### config.mk
export PLATFORM = sky130hd
export DESIGN_NAME = json_object_extract_validate_flat
export DESIGN_NICKNAME = d
export VERILOG_FILES = /design/src/rtl/core/jsx_pkg.sv /design/src/rtl/core/jsx_in_if.sv /design/src/rtl/core/jsx_out_if.sv /design/src/rtl/core/jsx_step.sv /design/src/rtl/core/json_object_extract_validate.sv /design/src/flat_wrapper.sv
export SDC_FILE = /design/constraint.sdc
export NUM_CORES = 1
export LEC_CHECK = 0
export ABC_AREA = 1
export BUFFER_PORTS_ARGS = -buffer_cell sky130_fd_sc_hd__buf_2
export CORE_MARGIN = 10
export CORE_UTILIZATION = 55
export CTS_CLUSTER_SIZE = 14
export DETAILED_ROUTE_END_ITERATION = 10
export PLACE_DENSITY = 0.76
export SETUP_SLACK_MARGIN = 0.15
export SYNTH_ARGS = -nofsm -noshare
export SYNTH_HDL_FRONTEND = slang
export SYNTH_SLANG_ARGS = --single-unit
### constraint.sdc
create_clock -name clk_i -period 4.25 [get_ports clk_i]
set_clock_uncertainty 0.1 [all_clocks]
set_input_delay 0.2125 -clock clk_i [delete_from_list [all_inputs] [get_ports clk_i]]
set_output_delay 0.2125 -clock clk_i [all_outputs]
set_load 0.1 [all_outputs]
### src/rtl/core/jsx_pkg.sv
package jsx_pkg;

  localparam int unsigned ByteW = 8;

  localparam logic [ByteW-1:0] CharLBrace   = 8'h7B;
  localparam logic [ByteW-1:0] CharRBrace   = 8'h7D;
  localparam logic [ByteW-1:0] CharLBracket = 8'h5B;
  localparam logic [ByteW-1:0] CharRBracket = 8'h5D;
  localparam logic [ByteW-1:0] CharBslash   = 8'h5C;
  localparam logic [ByteW-1:0] CharQuote    = 8'h22;

  typedef enum logic [1:0] {
    PH_SEEK   = 2'd0,
    PH_INSIDE = 2'd1,
    PH_TRAIL  = 2'd2
  } phase_e;

  typedef enum logic [2:0] {
    VERDICT_OK       = 3'd0,
    VERDICT_BRACKET  = 3'd1,
    VERDICT_NONE     = 3'd2,
    VERDICT_UNTERM   = 3'd3,
    VERDICT_OVERFLOW = 3'd4
  } verdict_e;

  // Scanner control state, nesting counters travel separately
  typedef struct packed {
    phase_e   phase;
    logic     in_str;
    logic     esc;
    verdict_e err;
  } ctrl_t;

  typedef struct packed {
    logic             has;
    logic [ByteW-1:0] object_byte;
    logic             byte_present;
    logic             object_done;
    verdict_e         verdict;
  } result_t;

  localparam ctrl_t CtrlReset = '{
    phase:  PH_SEEK,
    in_str: 1'b0,
    esc:    1'b0,
    err:    VERDICT_OK
  };

endpackage

### src/rtl/core/jsx_in_if.sv
interface jsx_in_if
  import jsx_pkg::*;
();
  logic             valid;
  logic             ready;
  logic [ByteW-1:0] text_byte;
  logic             message_end;

  modport source (output valid, output text_byte, output message_end, input ready);
  modport sink   (input valid, input text_byte, input message_end, output ready);
endinterface

### src/rtl/core/jsx_out_if.sv
interface jsx_out_if
  import jsx_pkg::*;
();
  logic             valid;
  logic             ready;
  logic [ByteW-1:0] object_byte;
  logic             byte_present;
  logic             object_done;
  logic [2:0]       verdict;

  modport source (output valid, output object_byte, output byte_present,
                  output object_done, output verdict, input ready);
  modport sink   (input valid, input object_byte, input byte_present,
                  input object_done, input verdict, output ready);
endinterface

### src/rtl/core/jsx_step.sv
module jsx_step
  import jsx_pkg::*;
#(
  parameter int unsigned MAX_NEST = 255,
  parameter int unsigned LvlW     = 8
) (
  input  ctrl_t            ctrl_i,
  input  logic [LvlW-1:0]  brace_i,
  input  logic [LvlW-1:0]  bracket_i,
  input  logic [ByteW-1:0] text_byte_i,
  input  logic             message_end_i,
  output ctrl_t            ctrl_o,
  output logic [LvlW-1:0]  brace_o,
  output logic [LvlW-1:0]  bracket_o,
  output result_t          res_o
);

  localparam logic [LvlW-1:0] MaxLvl = LvlW'(MAX_NEST);
  localparam logic [LvlW-1:0] OneLvl = LvlW'(1);

  logic     closes;
  verdict_e close_verdict;

  always_comb begin
    ctrl_o        = ctrl_i;
    brace_o       = brace_i;
    bracket_o     = bracket_i;
    closes        = 1'b0;
    close_verdict = VERDICT_OK;
    res_o         = '{has: 1'b0, object_byte: '0, byte_present: 1'b0,
                      object_done: 1'b0, verdict: VERDICT_OK};

    case (ctrl_i.phase)
      PH_SEEK: begin
        if (text_byte_i == CharLBrace) begin
          ctrl_o.phase       = PH_INSIDE;
          brace_o            = OneLvl;
          res_o.has          = 1'b1;
          res_o.object_byte  = text_byte_i;
          res_o.byte_present = 1'b1;
          res_o.object_done  = message_end_i;
          res_o.verdict      = message_end_i ? VERDICT_UNTERM : VERDICT_OK;
        end else if (message_end_i) begin
          res_o.has         = 1'b1;
          res_o.object_done = 1'b1;
          res_o.verdict     = VERDICT_NONE;
        end
      end
      PH_INSIDE: begin
        if (ctrl_i.esc) begin
          ctrl_o.esc = 1'b0;
        end else if (ctrl_i.in_str) begin
          if (text_byte_i == CharBslash) begin
            ctrl_o.esc = 1'b1;
          end else if (text_byte_i == CharQuote) begin
            ctrl_o.in_str = 1'b0;
          end
        end else begin
          case (text_byte_i)
            CharQuote: ctrl_o.in_str = 1'b1;
            CharLBrace: begin
              if (brace_i == MaxLvl) begin
                if (ctrl_i.err == VERDICT_OK) ctrl_o.err = VERDICT_OVERFLOW;
              end else begin
                brace_o = brace_i + OneLvl;
              end
            end
            CharRBrace: begin
              if (brace_i != '0) brace_o = brace_i - OneLvl;
              // depth reaches zero from one (or was zero)
              closes = (brace_i <= OneLvl);
            end
            CharLBracket: begin
              if (bracket_i == MaxLvl) begin
                if (ctrl_i.err == VERDICT_OK) ctrl_o.err = VERDICT_OVERFLOW;
              end else begin
                bracket_o = bracket_i + OneLvl;
              end
            end
            CharRBracket: begin
              if (bracket_i == '0) begin
                if (ctrl_i.err == VERDICT_OK) ctrl_o.err = VERDICT_BRACKET;
              end else begin
                bracket_o = bracket_i - OneLvl;
              end
            end
            default: ;
          endcase
        end

        if (ctrl_i.err != VERDICT_OK) begin
          close_verdict = ctrl_i.err;
        end else if (bracket_i != '0) begin
          close_verdict = VERDICT_BRACKET;
        end

        res_o.has          = 1'b1;
        res_o.object_byte  = text_byte_i;
        res_o.byte_present = 1'b1;
        if (closes) begin
          ctrl_o.phase      = PH_TRAIL;
          res_o.object_done = 1'b1;
          res_o.verdict     = close_verdict;
        end else if (message_end_i) begin
          res_o.object_done = 1'b1;
          res_o.verdict     = VERDICT_UNTERM;
        end
      end
      default: ;
    endcase

    // message end returns everything to the start state
    if (message_end_i) begin
      ctrl_o    = CtrlReset;
      brace_o   = '0;
      bracket_o = '0;
    end
  end

endmodule

### src/rtl/core/json_object_extract_validate.sv
// Channel  Dir  Payload                                          Accept
// in_i     in   text_byte[8], message_end[1]                     valid & ready
// out_o    out  object_byte[8], byte_present, object_done,       valid & ready
//               verdict[3]
//
// One byte per cycle while results are taken; a byte passes the byte register
// and the result register. The byte register feeds a combinational scanner,
// so the nesting counters set the only loop, one byte deep.
// Reset (async, active low) empties both registers and clears the scanner.
// A stalled result holds the byte register; a byte that yields no result
// passes regardless of the output side.
module json_object_extract_validate
  import jsx_pkg::*;
#(
  parameter int unsigned MAX_NEST = 255
) (
  input  logic      clk_i,
  input  logic      rst_ni,
  jsx_in_if.sink    in_i,
  jsx_out_if.source out_o
);

  localparam int unsigned LvlW = $clog2(MAX_NEST + 1);

  logic             s1_valid_q;
  logic [ByteW-1:0] s1_byte_q;
  logic             s1_last_q;

  ctrl_t            ctrl_q, ctrl_d;
  logic [LvlW-1:0]  brace_q, brace_d;
  logic [LvlW-1:0]  bracket_q, bracket_d;
  result_t          res;

  logic             out_valid_q;
  result_t          out_q;
  logic             advance;

  jsx_step #(
    .MAX_NEST (MAX_NEST),
    .LvlW     (LvlW)
  ) u_step (
    .ctrl_i        (ctrl_q),
    .brace_i       (brace_q),
    .bracket_i     (bracket_q),
    .text_byte_i   (s1_byte_q),
    .message_end_i (s1_last_q),
    .ctrl_o        (ctrl_d),
    .brace_o       (brace_d),
    .bracket_o     (bracket_d),
    .res_o         (res)
  );

  assign advance    = s1_valid_q && (!res.has || !out_valid_q || out_o.ready);
  assign in_i.ready = !s1_valid_q || advance;

  always_ff @(posedge clk_i or negedge rst_ni) begin
    if (!rst_ni) begin
      s1_valid_q  <= 1'b0;
      ctrl_q      <= CtrlReset;
      brace_q     <= '0;
      bracket_q   <= '0;
      out_valid_q <= 1'b0;
    end else begin
      if (in_i.ready) begin
        s1_valid_q <= in_i.valid;
      end
      if (advance) begin
        ctrl_q    <= ctrl_d;
        brace_q   <= brace_d;
        bracket_q <= bracket_d;
      end
      if (advance && res.has) begin
        out_valid_q <= 1'b1;
      end else if (out_o.ready) begin
        out_valid_q <= 1'b0;
      end
    end
  end

  always_ff @(posedge clk_i) begin
    if (in_i.ready && in_i.valid) begin
      s1_byte_q <= in_i.text_byte;
      s1_last_q <= in_i.message_end;
    end
    if (advance && res.has) begin
      out_q <= res;
    end
  end

  assign out_o.valid        = out_valid_q;
  assign out_o.object_byte  = out_q.object_byte;
  assign out_o.byte_present = out_q.byte_present;
  assign out_o.object_done  = out_q.object_done;
  assign out_o.verdict      = out_q.verdict;

endmodule

### src/flat_wrapper.sv
// flat-port wrapper written by rule: the top's interface ports become plain ports
module json_object_extract_validate_flat import jsx_pkg::*;
#(
  parameter int unsigned MAX_NEST = 255
)
  (clk_i, rst_ni, in_i_valid, in_i_text_byte, in_i_message_end, in_i_ready, out_o_valid, out_o_object_byte, out_o_byte_present, out_o_object_done, out_o_verdict, out_o_ready);
  jsx_in_if in_i_i ();
  jsx_out_if out_o_i ();
  input  logic clk_i;
  input  logic rst_ni;
  input wire logic [$bits(in_i_i.valid)-1:0] in_i_valid;
  input wire logic [$bits(in_i_i.text_byte)-1:0] in_i_text_byte;
  input wire logic [$bits(in_i_i.message_end)-1:0] in_i_message_end;
  output wire logic [$bits(in_i_i.ready)-1:0] in_i_ready;
  output wire logic [$bits(out_o_i.valid)-1:0] out_o_valid;
  output wire logic [$bits(out_o_i.object_byte)-1:0] out_o_object_byte;
  output wire logic [$bits(out_o_i.byte_present)-1:0] out_o_byte_present;
  output wire logic [$bits(out_o_i.object_done)-1:0] out_o_object_done;
  output wire logic [$bits(out_o_i.verdict)-1:0] out_o_verdict;
  input wire logic [$bits(out_o_i.ready)-1:0] out_o_ready;
  assign in_i_i.valid = in_i_valid;
  assign in_i_i.text_byte = in_i_text_byte;
  assign in_i_i.message_end = in_i_message_end;
  assign in_i_ready = in_i_i.ready;
  assign out_o_valid = out_o_i.valid;
  assign out_o_object_byte = out_o_i.object_byte;
  assign out_o_byte_present = out_o_i.byte_present;
  assign out_o_object_done = out_o_i.object_done;
  assign out_o_verdict = out_o_i.verdict;
  assign out_o_i.ready = out_o_ready;
  json_object_extract_validate #(.MAX_NEST(MAX_NEST)) u_core (.clk_i(clk_i), .rst_ni(rst_ni), .in_i(in_i_i), .out_o(out_o_i));
endmodule
==> impl_metrics.env <==
export IMPL_outcome="complete, no violations"
export IMPL_cts_resized_gates=0
export IMPL_routedWlPerCell_um=14.2
export IMPL_hold_path_class="in2reg"
export IMPL_synthesis_area_per_instance_sq_um=7.72
export IMPL_reg2reg_start="u_core.s1_byte_q[1]"
export IMPL_remaining_drc_errors=0
export IMPL_num_antenna_cells=0
export IMPL_tritoncts_clock_tree="yes"
export IMPL_grt_first_pass_wirelength_mm=12.5
export IMPL_num_nets_final=461
export IMPL_die_w_um=94.5
export IMPL_worst_path_max_delay_cell="sky130_fd_sc_hd__edfxtp_1"
export IMPL_dr_pass1_iters=4
export IMPL_die_y_um=94.5
export IMPL_timing_worst_setup_path_type="reg2reg"
export IMPL_clock_root_buffer="sky130_fd_sc_hd__clkbuf_8"
export IMPL_fmax_mhz=416
export IMPL_detailed_place_area_sq_um=3260
export IMPL_ant_nets=0
export IMPL_power_leakage_nw=1.77
export IMPL_finalHoldViolCount=0
export IMPL_fillerInstances=486
export IMPL_hold_start="in_i_valid"
export IMPL_reg2reg_slack_ps=1850
export IMPL_critical_path_required_ps=4340
export IMPL_critical_path_n_buffers_inverters=2
export IMPL_floorplan_initialDensity=0.561
export IMPL_final_max_slew_viols=0
export IMPL_synth_distinct_cells=32
export IMPL_post_drt_via_cell_ratio=5.31
export IMPL_cts_htree_levels=2
export IMPL_yosysTopAreaCellShare=0.217
export IMPL_path_cells="inv_1 -> nand2_1 -> nor2_4 -> nand2_4 -> inv_2 -> ha_1 -> a21oi_1 -> nand2_1 -> nand2_1 -> nand3_1 -> xnor2_1 -> nor2_1 -> nand2_1 -> nand2_1"
export IMPL_clock_sinks=46
export IMPL_detail_route_iter0_violations=139
export IMPL_synth_async_sr_flop_share=0.522
export IMPL_gr_usage_all_layers=0.172
export IMPL_placement_io_buffers=27
export IMPL_core_region_area_sq_um=5440
export IMPL_post_route_cell_area_sq_um=3480
export IMPL_max_slew_margin_rel=0.568
export IMPL_hold_critical_path_depth=3
export IMPL_crit_path_max_incr_delay_ps=420
export IMPL_post_place_ws_ps=1930
export IMPL_clkLatencyLatePin_ps=300
export IMPL_reg2regPathDepth=14
export IMPL_timing_final_crit_share=0.566
export IMPL_synth_seq_area_share=0.414
export IMPL_placed_cells=491
export IMPL_layout_cells_non_filler=510
export IMPL_synth_nets=419
export IMPL_setup_violations=0
export IMPL_grt_pass1_vias=2693
export IMPL_finalWorstSetupSlack_ps=1850
export IMPL_path_common_cell="sky130_fd_sc_hd__nand2_1"
export IMPL_antenna_found_initial=0
export IMPL_synth_cell_area_sq_um=3050
export IMPL_proportion_of_layout_cells_with_a_drive_suffix_above_1=0.148
export IMPL_yosysMostFrequentCell="sky130_fd_sc_hd__nand2_1"
export IMPL_path_clk_slew_ps=90
export IMPL_powerDensity_nw_per_um2=523
export IMPL_hpwl_mm=5.20
export IMPL_ys_ff_latch=46
export IMPL_regToRegEndpoint="u_core.bracket_q[7]"
export IMPL_rsz_0062_raised_after_global_routing="no"
export IMPL_clock_path_buffers=2
export IMPL_ios=28
export IMPL_worst_slew_pin_transition_ps=643
export IMPL_synth_top_flop_cell="sky130_fd_sc_hd__dfrtp_1"
export IMPL_synth_top_cells_by_count="115 x sky130_fd_sc_hd__nand2_1, 52 x sky130_fd_sc_hd__nor2_1, 42 x sky130_fd_sc_hd__inv_1, 26 x sky130_fd_sc_hd__nand3_1, 24 x sky130_fd_sc_hd__dfrtp_1"
export IMPL_die_area_sq_um=8920
export IMPL_peakVddDrop_uv=491
export IMPL_synth_enable_flop_cells=22
export IMPL_cts_setup_buffers=0
export IMPL_synthDominantAreaCellType="sky130_fd_sc_hd__edfxtp_1"
export IMPL_path_max_fanout=10
export IMPL_min_to="u_core.s1_valid_q"
export IMPL_placement_rows=27
export IMPL_routabilityCongestion=0.898
export IMPL_critical_path_endpoint_category="flip-flop"
export IMPL_final_period_minus_worst_setup_slack_ps=2400
export IMPL_cap_viol_max_count=0
export IMPL_critical_path_top_delay_family="simple AND/OR/NAND/NOR gates"
export IMPL_cts_buffers_inserted=5
export IMPL_grt_overflow=0
export IMPL_area_growth_synth_to_final_pct=14.0
export IMPL_dr_total_vias=2706
export IMPL_cts_hold_buffers_added=11
export IMPL_start_kind="flip-flop"
export IMPL_worst_ep_arrival_time_ps=2490
export IMPL_routed_wirelength_mm=7.22
export IMPL_grt_start_max_net_pins=25
export IMPL_syn_instance_count=395
export IMPL_ys_top_cells_by_area="sky130_fd_sc_hd__edfxtp_1 22%, sky130_fd_sc_hd__dfrtp_1 20%, sky130_fd_sc_hd__nand2_1 14%"
export IMPL_setup_total_negative_slack_ps=0
export IMPL_ys_warn_count=0
==> power breakdown <==
part | leakage (nW) | internal, mW | switching [mW]
sequential | 0.537 | 0.571 | 0.0652
clock | 0.0514 | 0.176 | 0.156
combinational | 1.18 | 0.181 | 0.669
total | 1.77 | 0.927 | 0.891
==> worst min-delay path, stage by stage <==
cell	delay, ps
sky130_fd_sc_hd__buf_2	70
sky130_fd_sc_hd__nand2_1	70
sky130_fd_sc_hd__nand2_1	60
==> layer usage <==
metal / global-route usage / vias up / part of all wire / wire length (um)
met5: 0 / - / 0 / 0
met3: 0.0373 / 9 / 0.047 / 340
met4: 0.0511 / 0 / 0.011 / 76
met1: 0.218 / 1269 / 0.46 / 3310
met2: 0.288 / 69 / 0.48 / 3490
li1: - / 1359 / - / -
==> how the worst max path moves through the flow <==
stage	cells after the start	endpoint	slack, ps	from
2_1_floorplan	5	u_core.s1_byte_q[0]	1330	u_core.out_o.valid
3_3_place_gp	13	u_core.bracket_q[5]	2000	u_core.s1_byte_q[1]
3_5_place_dp	13	u_core.bracket_q[5]	1930	u_core.s1_byte_q[1]
4_1_cts	13	u_core.bracket_q[5]	1900	u_core.s1_byte_q[1]
5_1_grt	14	u_core.bracket_q[7]	1700	u_core.s1_byte_q[1]
6_report	14	u_core.bracket_q[7]	1850	u_core.s1_byte_q[1]
==> logic make-up (layout without fill, tap and decap cells) <==
group	after synthesis	after routing	share of synthesized area
fa+ha+maj	11	11	0.0476
compound gates	42	42	0.0800
xor+xnor	13	13	0.0373
flops	46	46	0.414
simple gates	233	233	0.356
buf+inv	50	93	0.0652
==> layout make-up <==
| cell class | instances | area (sq um) | area share |
|---|---|---|---|
| inverter | 47 | 181 | 0.0522 |
| multi-input combinational | 299 | 1590 | 0.457 |
| timing repair buffer | 38 | 245 | 0.0705 |
| clock buffer | 6 | 72.6 | 0.0209 |
| clock inverter | 2 | 37.5 | 0.0108 |
| tap | 72 | 90.1 | 0.0259 |
| sequential | 46 | 1260 | 0.363 |
==> state kept, by name (all words and copies together) (netlist names) <==
register / flops
u_core.out_o.object_byte: 8
u_core.s1_byte_q: 8
u_core.out_o.valid: 1
u_core.bracket_q: 8
u_core.out_o.object_done: 1
u_core.brace_q: 8
u_core.out_o.byte_present: 1
u_core.ctrl_q: 6
u_core.s1_last_q: 1
u_core.s1_valid_q: 1
u_core.out_o.verdict: 3
==> cell usage in the layout (no fill, tap or decap), types with 5 or more instances in the layout <==
cell type	count
sky130_fd_sc_hd__nor2_1	52
sky130_fd_sc_hd__xor2_1	10
sky130_fd_sc_hd__edfxtp_1	22
sky130_fd_sc_hd__buf_2	27
sky130_fd_sc_hd__ha_1	10
sky130_fd_sc_hd__dlygate4sd3_1	11
sky130_fd_sc_hd__o21bai_1	9
sky130_fd_sc_hd__clkbuf_8	5
sky130_fd_sc_hd__inv_1	42
sky130_fd_sc_hd__nand2_1	115
sky130_fd_sc_hd__nand4_1	9
sky130_fd_sc_hd__nand3_1	26
sky130_fd_sc_hd__dfrtp_1	24
sky130_fd_sc_hd__a21oi_1	8
sky130_fd_sc_hd__o21ai_0	17
sky130_fd_sc_hd__nor2_2	6
==> through the flow <==
step	util	total power, mW	hold slack [ps]
5_1_grt	0.639	1.92	54.5
6_report	0.639	1.82	45.3
3_5_place_dp	0.599	1.48	152
4_1_cts	0.639	1.83	18.2
3_3_place_gp	0.599	1.47	146
2_1_floorplan	-	1.32	-183
No activity file was read; power rests on OpenSTA's default activity.
